File: src/hw/rtl/assert_macros.svh
// ----------------------------------------------------------------------------
// Assertion macros
// Shared wrappers for concurrent assertions with a clock and an active low reset.
// ----------------------------------------------------------------------------
`ifndef ASSERT_MACROS_SVH
`define ASSERT_MACROS_SVH

// Check a property on a given clock, disabled while reset is low.
`define PRE_ASSERT_CLK(lbl, clk, rstn, prop, msg) \
  lbl: assert property (@(posedge clk) disable iff (!rstn) prop) else $error(msg);

// Check a property on clk_i and rst_ni.
`define PRE_ASSERT(lbl, prop, msg) \
  `PRE_ASSERT_CLK(lbl, clk_i, rst_ni, prop, msg)

`endif

File: src/hw/rtl/pre_pkg.sv
// ----------------------------------------------------------------------------
// pre_pkg
// Types and constants of the packet rate estimator.
// ----------------------------------------------------------------------------
`timescale 1ns / 1ps

package pre_pkg;

  localparam int unsigned TimeW   = 32;
  localparam int unsigned LenW    = 16;
  localparam int unsigned RateW   = 32;
  localparam int unsigned TpsW    = 32;
  localparam int unsigned ProdW   = LenW + TpsW;     // length times ticks per second
  localparam int unsigned NumW    = ProdW + 3;       // times 8 bits per byte
  localparam int unsigned DivW    = 32;              // quotient, divisor and remainder
  localparam int unsigned DivSteps = DivW;
  localparam int unsigned DivCntW = $clog2(DivSteps);

  localparam logic [TpsW-1:0] TpsReset = TpsW'(1000000000);

  typedef enum logic [2:0] {
    ST_IDLE,
    ST_PKT_GO,
    ST_PKT_WAIT,
    ST_BIT_GO,
    ST_BIT_WAIT,
    ST_WRITE
  } pre_state_e;

  typedef struct packed {
    logic            start;
    logic [DivW-1:0] num_hi;
    logic [DivW-1:0] num_lo;
    logic [DivW-1:0] divisor;
  } pre_div_req_t;

  typedef struct packed {
    logic            done;
    logic [DivW-1:0] quot;
  } pre_div_rsp_t;

endpackage

File: src/hw/rtl/pre_if.sv
// ----------------------------------------------------------------------------
// pre_if
// Valid/ready channels of the packet rate estimator: packets, rates, config.
// ----------------------------------------------------------------------------
`timescale 1ns / 1ps

interface pre_in_if import pre_pkg::*; ();
  logic             valid;
  logic             ready;
  logic [TimeW-1:0] arrival_time;
  logic [LenW-1:0]  packet_length;

  modport source (output valid, output arrival_time, output packet_length, input ready);
  modport sink   (input valid, input arrival_time, input packet_length, output ready);
endinterface

interface pre_out_if import pre_pkg::*; ();
  logic             valid;
  logic             ready;
  logic [RateW-1:0] packet_rate;
  logic [RateW-1:0] bit_rate;
  logic             zero_gap;

  modport source (output valid, output packet_rate, output bit_rate, output zero_gap,
                  input ready);
  modport sink   (input valid, input packet_rate, input bit_rate, input zero_gap,
                  output ready);
endinterface

interface pre_cfg_if import pre_pkg::*; ();
  logic            valid;
  logic            ready;
  logic [TpsW-1:0] ticks_per_second;

  modport source (output valid, output ticks_per_second, input ready);
  modport sink   (input valid, input ticks_per_second, output ready);
endinterface

File: src/hw/rtl/packet_rate_estimator.sv
// Sequence: a packet beat starts a divide for the packet sample, then one for
//   the bit sample, then the write; a saturating divide skips its steps.
// Flow: one packet at a time on the single shared divider; a new packet waits
//   for the write, which waits for a free output. A zero gap skips both divides.
// Reset: rst_ni clears the averages and the last timestamp, loads ticks per
//   second with 1000000000; no clearing pass is needed.
`timescale 1ns / 1ps
// ----------------------------------------------------------------------------
// packet_rate_estimator
// Half-weight moving averages of packet and bit rate from arrival timestamps.
// ----------------------------------------------------------------------------

`include "assert_macros.svh"

module packet_rate_estimator import pre_pkg::*; (
  input  logic       clk_i,
  input  logic       rst_ni,
  pre_cfg_if.sink    cfg_i,
  pre_in_if.sink     pkt_i,
  pre_out_if.source  rate_o
);

  pre_state_e       state_q, state_d;

  // --------------------------------------------------------------------------
  // Configuration: ticks per second, written only while the sequencer is idle.
  // --------------------------------------------------------------------------
  logic [TpsW-1:0] tps_q;

  assign cfg_i.ready = (state_q == ST_IDLE);

  always_ff @(posedge clk_i or negedge rst_ni) begin
    if (!rst_ni) begin
      tps_q <= TpsReset;
    end else if (cfg_i.valid && cfg_i.ready) begin
      tps_q <= cfg_i.ticks_per_second;
    end
  end

  // --------------------------------------------------------------------------
  // Sequencer state and datapath registers
  // --------------------------------------------------------------------------
  logic             pkt_beat;
  logic             rate_beat;
  logic             out_free;
  logic             div_start;
  logic             write_en;
  logic             div_wait;

  logic [TimeW-1:0] last_q;       // previous arrival timestamp
  logic [TimeW-1:0] gap_q;        // divisor of both samples
  logic             zero_q;       // zero gap seen on the current packet
  logic [ProdW-1:0] prod_q;       // packet length times ticks per second
  logic [RateW-1:0] pkt_smp_q;    // packets per second sample
  logic [RateW-1:0] pkt_avg_q;
  logic [RateW-1:0] bit_avg_q;
  logic             out_valid_q;
  logic             out_zero_q;

  logic [TimeW-1:0] gap;
  logic [NumW-1:0]  bit_num;
  logic [RateW:0]   pkt_sum;
  logic [RateW:0]   bit_sum;

  pre_div_req_t     div_req;
  pre_div_rsp_t     div_rsp;

  assign pkt_beat  = pkt_i.valid & pkt_i.ready;
  assign rate_beat = rate_o.valid & rate_o.ready;
  // the output register may take a new result once the old one is gone
  assign out_free  = !out_valid_q || rate_o.ready;
  assign div_wait  = (state_q == ST_PKT_WAIT) || (state_q == ST_BIT_WAIT);

  // modulo 2^32 gap from the previous timestamp
  assign gap = pkt_i.arrival_time - last_q;

  // --------------------------------------------------------------------------
  // Next state
  // --------------------------------------------------------------------------
  always_comb begin
    state_d = state_q;
    unique case (state_q)
      ST_IDLE: begin
        if (pkt_beat) begin
          state_d = (gap == '0) ? ST_WRITE : ST_PKT_GO;
        end
      end
      ST_PKT_GO:   state_d = ST_PKT_WAIT;
      ST_PKT_WAIT: begin
        if (div_rsp.done) begin
          state_d = ST_BIT_GO;
        end
      end
      ST_BIT_GO:   state_d = ST_BIT_WAIT;
      ST_BIT_WAIT: begin
        if (div_rsp.done) begin
          state_d = ST_WRITE;
        end
      end
      ST_WRITE: begin
        if (out_free) begin
          state_d = ST_IDLE;
        end
      end
      default:     state_d = ST_IDLE;
    endcase
  end

  // --------------------------------------------------------------------------
  // Sequencer outputs
  // --------------------------------------------------------------------------
  always_comb begin
    pkt_i.ready = 1'b0;
    div_start   = 1'b0;
    write_en    = 1'b0;
    unique case (state_q)
      ST_IDLE:                 pkt_i.ready = 1'b1;
      ST_PKT_GO, ST_BIT_GO:    div_start   = 1'b1;
      ST_PKT_WAIT, ST_BIT_WAIT: ;
      ST_WRITE:                write_en    = out_free;
      default: ;
    endcase
  end

  always_ff @(posedge clk_i or negedge rst_ni) begin
    if (!rst_ni) begin
      state_q <= ST_IDLE;
    end else begin
      state_q <= state_d;
    end
  end

  // --------------------------------------------------------------------------
  // Divider requests: packets = tps / gap, bits = len * 8 * tps / gap.
  // The divider saturates when the upper numerator word is not below the gap.
  // --------------------------------------------------------------------------
  assign bit_num = {prod_q, 3'b000};

  always_comb begin
    div_req.start   = div_start;
    div_req.divisor = gap_q;
    if (state_q == ST_BIT_GO) begin
      div_req.num_hi = DivW'(bit_num[NumW-1:DivW]);
      div_req.num_lo = bit_num[DivW-1:0];
    end else begin
      div_req.num_hi = '0;
      div_req.num_lo = tps_q;
    end
  end

  pre_div u_div (
    .clk_i  (clk_i),
    .rst_ni (rst_ni),
    .req_i  (div_req),
    .rsp_o  (div_rsp)
  );

  // --------------------------------------------------------------------------
  // Datapath: capture the packet, keep the packet sample, update the averages
  // --------------------------------------------------------------------------
  assign pkt_sum = {1'b0, pkt_avg_q} + {1'b0, pkt_smp_q};
  assign bit_sum = {1'b0, bit_avg_q} + {1'b0, div_rsp.quot};

  always_ff @(posedge clk_i) begin
    if (pkt_beat) begin
      gap_q  <= gap;
      zero_q <= (gap == '0);
      prod_q <= ProdW'(pkt_i.packet_length) * ProdW'(tps_q);
    end
    if (state_q == ST_PKT_WAIT && div_rsp.done) begin
      pkt_smp_q <= div_rsp.quot;
    end
  end

  always_ff @(posedge clk_i or negedge rst_ni) begin
    if (!rst_ni) begin
      last_q      <= '0;
      pkt_avg_q   <= '0;
      bit_avg_q   <= '0;
      out_valid_q <= 1'b0;
      out_zero_q  <= 1'b0;
    end else begin
      if (pkt_beat) begin
        last_q <= pkt_i.arrival_time;
      end
      // the quotient register still holds the bit sample while in ST_WRITE
      if (write_en) begin
        out_zero_q <= zero_q;
        if (!zero_q) begin
          pkt_avg_q <= pkt_sum[RateW:1];
          bit_avg_q <= bit_sum[RateW:1];
        end
      end
      if (write_en) begin
        out_valid_q <= 1'b1;
      end else if (rate_beat) begin
        out_valid_q <= 1'b0;
      end
    end
  end

  // the averages are the result; they only move when the output is free
  assign rate_o.valid       = out_valid_q;
  assign rate_o.packet_rate = pkt_avg_q;
  assign rate_o.bit_rate    = bit_avg_q;
  assign rate_o.zero_gap    = out_zero_q;

  // --------------------------------------------------------------------------
  // Assertions
  // --------------------------------------------------------------------------
  `PRE_ASSERT(a_done_when_waiting, div_rsp.done |-> div_wait, "divider done outside a wait")
  `PRE_ASSERT(a_result_from_write, $rose(out_valid_q) |-> $past(write_en), "result without write")
  `PRE_ASSERT(a_avg_hold, !write_en |=> $stable(pkt_avg_q) && $stable(bit_avg_q), "averages moved")
  `PRE_ASSERT(a_no_overwrite, (out_valid_q && !rate_o.ready) |-> !write_en, "result overwritten")

endmodule

File: src/hw/rtl/pre_div.sv
// ----------------------------------------------------------------------------
// pre_div
// Restoring divider, one quotient bit a cycle, saturating 64 by 32 bit divide.
// ----------------------------------------------------------------------------
`timescale 1ns / 1ps

module pre_div import pre_pkg::*; (
  input  logic         clk_i,
  input  logic         rst_ni,
  input  pre_div_req_t req_i,
  output pre_div_rsp_t rsp_o
);

  logic               busy_q, busy_d;
  logic               done_q, done_d;
  logic [DivCntW-1:0] cnt_q, cnt_d;
  logic [DivW-1:0]    rem_q, rem_d;
  logic [DivW-1:0]    quo_q, quo_d;
  logic [DivW-1:0]    div_q, div_d;
  logic [DivW:0]      trial;
  logic [DivW:0]      diff;
  logic               fits;

  // shift in the next numerator bit, then compare and subtract
  assign trial = {rem_q, quo_q[DivW-1]};
  assign diff  = trial - {1'b0, div_q};
  assign fits  = trial >= {1'b0, div_q};

  always_comb begin
    busy_d = busy_q;
    done_d = 1'b0;
    cnt_d  = cnt_q;
    rem_d  = rem_q;
    quo_d  = quo_q;
    div_d  = div_q;
    if (req_i.start) begin
      div_d = req_i.divisor;
      cnt_d = '0;
      if (req_i.num_hi >= req_i.divisor) begin
        // quotient does not fit: saturate at once
        quo_d  = '1;
        done_d = 1'b1;
      end else begin
        rem_d  = req_i.num_hi;
        quo_d  = req_i.num_lo;
        busy_d = 1'b1;
      end
    end else if (busy_q) begin
      rem_d = fits ? diff[DivW-1:0] : trial[DivW-1:0];
      quo_d = {quo_q[DivW-2:0], fits};
      cnt_d = cnt_q + 1'b1;
      if (cnt_q == DivCntW'(DivSteps - 1)) begin
        busy_d = 1'b0;
        done_d = 1'b1;
      end
    end
  end

  always_ff @(posedge clk_i or negedge rst_ni) begin
    if (!rst_ni) begin
      busy_q <= 1'b0;
      done_q <= 1'b0;
      cnt_q  <= '0;
    end else begin
      busy_q <= busy_d;
      done_q <= done_d;
      cnt_q  <= cnt_d;
    end
  end

  always_ff @(posedge clk_i) begin
    rem_q <= rem_d;
    quo_q <= quo_d;
    div_q <= div_d;
  end

  assign rsp_o.done = done_q;
  assign rsp_o.quot = quo_q;

endmodule

File: src/flat_wrapper.sv
// flat-port wrapper written by rule: the top's interface ports become plain ports
module packet_rate_estimator_flat import pre_pkg::*;
  (clk_i, rst_ni, cfg_i_valid, cfg_i_ticks_per_second, cfg_i_ready, pkt_i_valid, pkt_i_arrival_time, pkt_i_packet_length, pkt_i_ready, rate_o_valid, rate_o_packet_rate, rate_o_bit_rate, rate_o_zero_gap, rate_o_ready);
  pre_cfg_if cfg_i_i ();
  pre_in_if pkt_i_i ();
  pre_out_if rate_o_i ();
  input  logic clk_i;
  input  logic rst_ni;
  input wire logic [$bits(cfg_i_i.valid)-1:0] cfg_i_valid;
  input wire logic [$bits(cfg_i_i.ticks_per_second)-1:0] cfg_i_ticks_per_second;
  output wire logic [$bits(cfg_i_i.ready)-1:0] cfg_i_ready;
  input wire logic [$bits(pkt_i_i.valid)-1:0] pkt_i_valid;
  input wire logic [$bits(pkt_i_i.arrival_time)-1:0] pkt_i_arrival_time;
  input wire logic [$bits(pkt_i_i.packet_length)-1:0] pkt_i_packet_length;
  output wire logic [$bits(pkt_i_i.ready)-1:0] pkt_i_ready;
  output wire logic [$bits(rate_o_i.valid)-1:0] rate_o_valid;
  output wire logic [$bits(rate_o_i.packet_rate)-1:0] rate_o_packet_rate;
  output wire logic [$bits(rate_o_i.bit_rate)-1:0] rate_o_bit_rate;
  output wire logic [$bits(rate_o_i.zero_gap)-1:0] rate_o_zero_gap;
  input wire logic [$bits(rate_o_i.ready)-1:0] rate_o_ready;
  assign cfg_i_i.valid = cfg_i_valid;
  assign cfg_i_i.ticks_per_second = cfg_i_ticks_per_second;
  assign cfg_i_ready = cfg_i_i.ready;
  assign pkt_i_i.valid = pkt_i_valid;
  assign pkt_i_i.arrival_time = pkt_i_arrival_time;
  assign pkt_i_i.packet_length = pkt_i_packet_length;
  assign pkt_i_ready = pkt_i_i.ready;
  assign rate_o_valid = rate_o_i.valid;
  assign rate_o_packet_rate = rate_o_i.packet_rate;
  assign rate_o_bit_rate = rate_o_i.bit_rate;
  assign rate_o_zero_gap = rate_o_i.zero_gap;
  assign rate_o_i.ready = rate_o_ready;
  packet_rate_estimator u_core (.clk_i(clk_i), .rst_ni(rst_ni), .cfg_i(cfg_i_i), .pkt_i(pkt_i_i), .rate_o(rate_o_i));
endmodule
File: config.mk
export PLATFORM = sky130hd
export DESIGN_NAME = packet_rate_estimator_flat
export DESIGN_NICKNAME = d
export VERILOG_FILES = /design/src/hw/rtl/pre_pkg.sv /design/src/hw/rtl/pre_if.sv /design/src/hw/rtl/packet_rate_estimator.sv /design/src/hw/rtl/pre_div.sv /design/src/flat_wrapper.sv
export VERILOG_INCLUDE_DIRS = /design/src /design/src/hw/rtl
export SDC_FILE = /design/constraint.sdc
export NUM_CORES = 2
export LEC_CHECK = 0
export ABC_CLOCK_PERIOD_IN_PS = 6700
export BUFFER_PORTS_ARGS = -buffer_cell sky130_fd_sc_hd__buf_2
export CELL_PAD_IN_SITES_DETAIL_PLACEMENT = 0
export CELL_PAD_IN_SITES_GLOBAL_PLACEMENT = 1
export CORE_MARGIN = 8
export CORE_UTILIZATION = 35
export DETAILED_ROUTE_END_ITERATION = 7
export GPL_TIMING_DRIVEN = 0
export HOLD_SLACK_MARGIN = 0.02
export PLACE_DENSITY_LB_ADDON = 0.2
export SLEW_MARGIN = 20
export SYNTH_ARGS = -nofsm -noshare
export SYNTH_HDL_FRONTEND = slang
export SYNTH_SLANG_ARGS = --single-unit
File: constraint.sdc
create_clock -name clk_i -period 6.7 [get_ports clk_i]
set_input_delay 1.34 -clock clk_i [delete_from_list [all_inputs] [get_ports clk_i]]
set_output_delay 1.34 -clock clk_i [all_outputs]
set_load 0.02 [all_outputs]
==> flow_summary.yaml <==
yosys:
  synth_flop_cell: "edfxtp_1"
  ys_seq_area_share_pct: 27.4
  synth_area_mm2: 0.0357
  post_synth_and_or_nand_nor_area_fraction_pct: 14.3
  synthMuxAreaShare_pct: 2.45
  synth_fa_ha_area_share_pct: 33.0
  synth_cell_types: 79
  yosys_warnings: 0
  syn_area_per_cell_um2: 9.61
  synth_compound_area_share_pct: 11.8
  synth_seq_cells: 349
  synth_top_family_by_area: "adder cells"
  yosys.area_share.xor_xnor_pct: 3.43
  synthCells: 3718
  async_flop_share_pct: 40.1
  syn_nets: 4491
  synth_edf_count: 209
routing:
  antenna_left: 0
  vias_per_cell: 4.97
  wirelength_um: 110000
  post_drt_wl_per_cell_um: 20.5
  drcViolationCount: 0
  dr.pass1.iters: 6
  drtIter0Drc: 1476
  vias: 26600
timing:
  setup_ws_ps: -370
  grt_setup_unrepaired: "true"
  fin_hold_ws_ps: 436
  min_period_ps: 7070
  slew_headroom_pct: 30.3
  worst_pin_slew_ps: 1040
  fin_skew_ps: 14.9
  final_max_slew_viol_count: 0
  finalHoldViolations: 0
  setup_viol: 16
  final.period_utilization_pct: 106
  timing.fmax_mhz: 141
floorplan:
  core_area_mm2: 0.101
  start_util_pct: 35.2
  die_w_um: 336
  io_pins: 153
  core.rowCount: 117
  fp.dieArea_mm2: 0.113
  die_y_um: 336
worst_setup_path:
  rr_worst_depth: 23
  end_kind: "register"
  crit_arrival_ps: 7370
  startpoint_type: "input port"
  path_class: "input port to register"
  cp_max_fo: 5
  crit_required_ps: 7000
  rrSetupSlack_ps: -340
  r2r_end: "u_core.prod_q[43]"
  r2r_start: "u_core.tps_q[15]"
cells_and_area:
  areaGrowthSynthToFinish_pct: 16.0
  final_nets: 4730
  final_cell_mix: "inv_1 (557), nand2_1 (493), fa_1 (398)"
  final_common_cell: "inv_1"
  drive_gt1_share_pct: 13.8
  fill_cells: 10100
clocking:
  cts_tree: "built"
  clkSlewWorstSetupHoldPaths_ps: 60
  cts.sink_count: 349
  htree_levels: 2
  cts_hold_buf: 0
  numCtsBuffers: 40
  cts-root-buf: "clkbuf_16"
  worstSkewPairLatency_ps: 570
  clockBufferDepth: 3
hold_path:
  worstHoldEndpoint: "u_core.u_div.div_q[27]"
  hold_class: "register to register"
  hp-start: "u_core.gap_q[27]"
  holdPathStages: 0
grt:
  grt_overflow: 0
  grt_max_degree: 72
  track_usage_pct: 19.4
  grt_pass1_vias: 27900
  grt_pass1_wl_um: 169000
  antenna_found_initial: 14
run:
  maxCapViolCount: 0
place:
  hpwl_um: 88000
  port-buffer-count: 152
  gp_congestion: 0.873
  dp_slack_ps: -1960
outcome:
  violations: "setup timing"
  status: "finished with violations"
==> how the worst max path moves through the flow <==
stage	startpoint	endpoint	slack (ps)	cells past startpoint
floorplan	pkt_i_packet_length[4]	u_core.prod_q[47]	-210	25
global placement	pkt_i_packet_length[5]	u_core.prod_q[47]	-1950	25
detailed placement	pkt_i_packet_length[3]	u_core.prod_q[47]	-1960	24
CTS	pkt_i_packet_length[4]	u_core.prod_q[40]	-400	24
global route	pkt_i_packet_length[4]	u_core.prod_q[47]	-490	26
finish	pkt_i_packet_length[6]	u_core.prod_q[43]	-370	25
==> stage by stage <==
stage	TNS, ps	utilization (%)	cell area (um2)	std cells
after global routing	-6340	40.8	41400	5356
after floorplan	-1200	-	36000	3718
after CTS	-3160	40.7	41200	5348
final	-3530	40.9	41500	5364
after global placement	-47680	37.9	38500	5238
after detailed placement	-41420	38.1	38700	5247
==> registers in the layout, indices dropped and copies added (netlist names), 3 cells and up <==
name	flops
u_core.tps_q	32
u_core.u_div.quo_q	32
u_core.prod_q	48
u_core.u_div.div_q	32
u_core.rate_o.packet_rate	32
u_core.u_div.rem_q	32
u_core.pkt_smp_q	32
u_core.gap_q	32
u_core.u_div.cnt_q	5
u_core.last_q	32
u_core.state_q	3
u_core.rate_o.bit_rate	32
==> cells by family after synthesis <==
family / Yosys count
multiplexers: 83
AND/OR/NAND/NOR: 1073
flip-flops: 349
AO/OA/AOI/OAI: 656
buffers and inverters: 729
adder cells (fa/ha/maj): 688
XOR/XNOR: 140
==> synth_stat cells, types with 91 or more instances <==
| cell type | count | share of area (%) |
|---|---|---|
| a21o_1 | 102 | 2.1 |
| inv_1 | 570 | 6.0 |
| a21oi_1 | 147 | 2.1 |
| ha_1 | 266 | 9.3 |
| xnor2_1 | 91 | 2.2 |
| edfxtp_1 | 209 | 18 |
| fa_1 | 422 | 24 |
| o21ai_0 | 177 | 2.5 |
| nor2_1 | 142 | 1.5 |
| nand2_1 | 495 | 5.2 |
| clkbuf_1 | 144 | 1.5 |
| and2_1 | 251 | 4.4 |
| dfrtp_1 | 127 | 8.9 |
==> layer usage <==
metal  vias to the layer above  GRT usage (%)  wire length (um)
li1                      12600              -                 -
met1                     13300           27.6             51800
met2                       585           31.2             50100
met3                       125           2.48              5740
met4                         4           4.53              2320
met5                         -              0                25
==> area by class of cell <==
cell class	count	area, um2	share of cell area, %
Multi-Input combinational cell	2640	23800	57.5
Tap cell	1368	1710	4.13
Antenna cell	8	20.0	0.0483
Clock inverter	25	218	0.525
Sequential cell	349	9810	23.7
Timing Repair Buffer	208	1420	3.41
Buffer	147	1260	3.05
Inverter	571	2140	5.17
Clock buffer	48	1050	2.54
==> critical path, cell delays in order <==
cell and delay [ps]:
buf_6 110, clkbuf_16 150, and2_4 130, fa_1 540
inv_1 50, fa_1 460, fa_1 580, inv_1 60
fa_1 460, fa_1 530, inv_2 40, fa_2 630
inv_2 70, ha_4 250, a21o_1 150, a21o_1 160
a21oi_2 170, o41ai_4 130, o21ai_2 260, a21oi_2 120
nor2_4 240, o21ai_4 100, a221oi_4 380, buf_4 170
xnor2_1 60
==> timing repair <==
action,4_1_cts,5_1_grt
resized for setup,256,47
endpoints found under the setup margin,33,22
buffers inserted,39,8
pin swaps,69,45
Power is left out: the tool's default activity adds up to more than one toggle a clock period on the data nets, which glitch-free logic cannot reach.
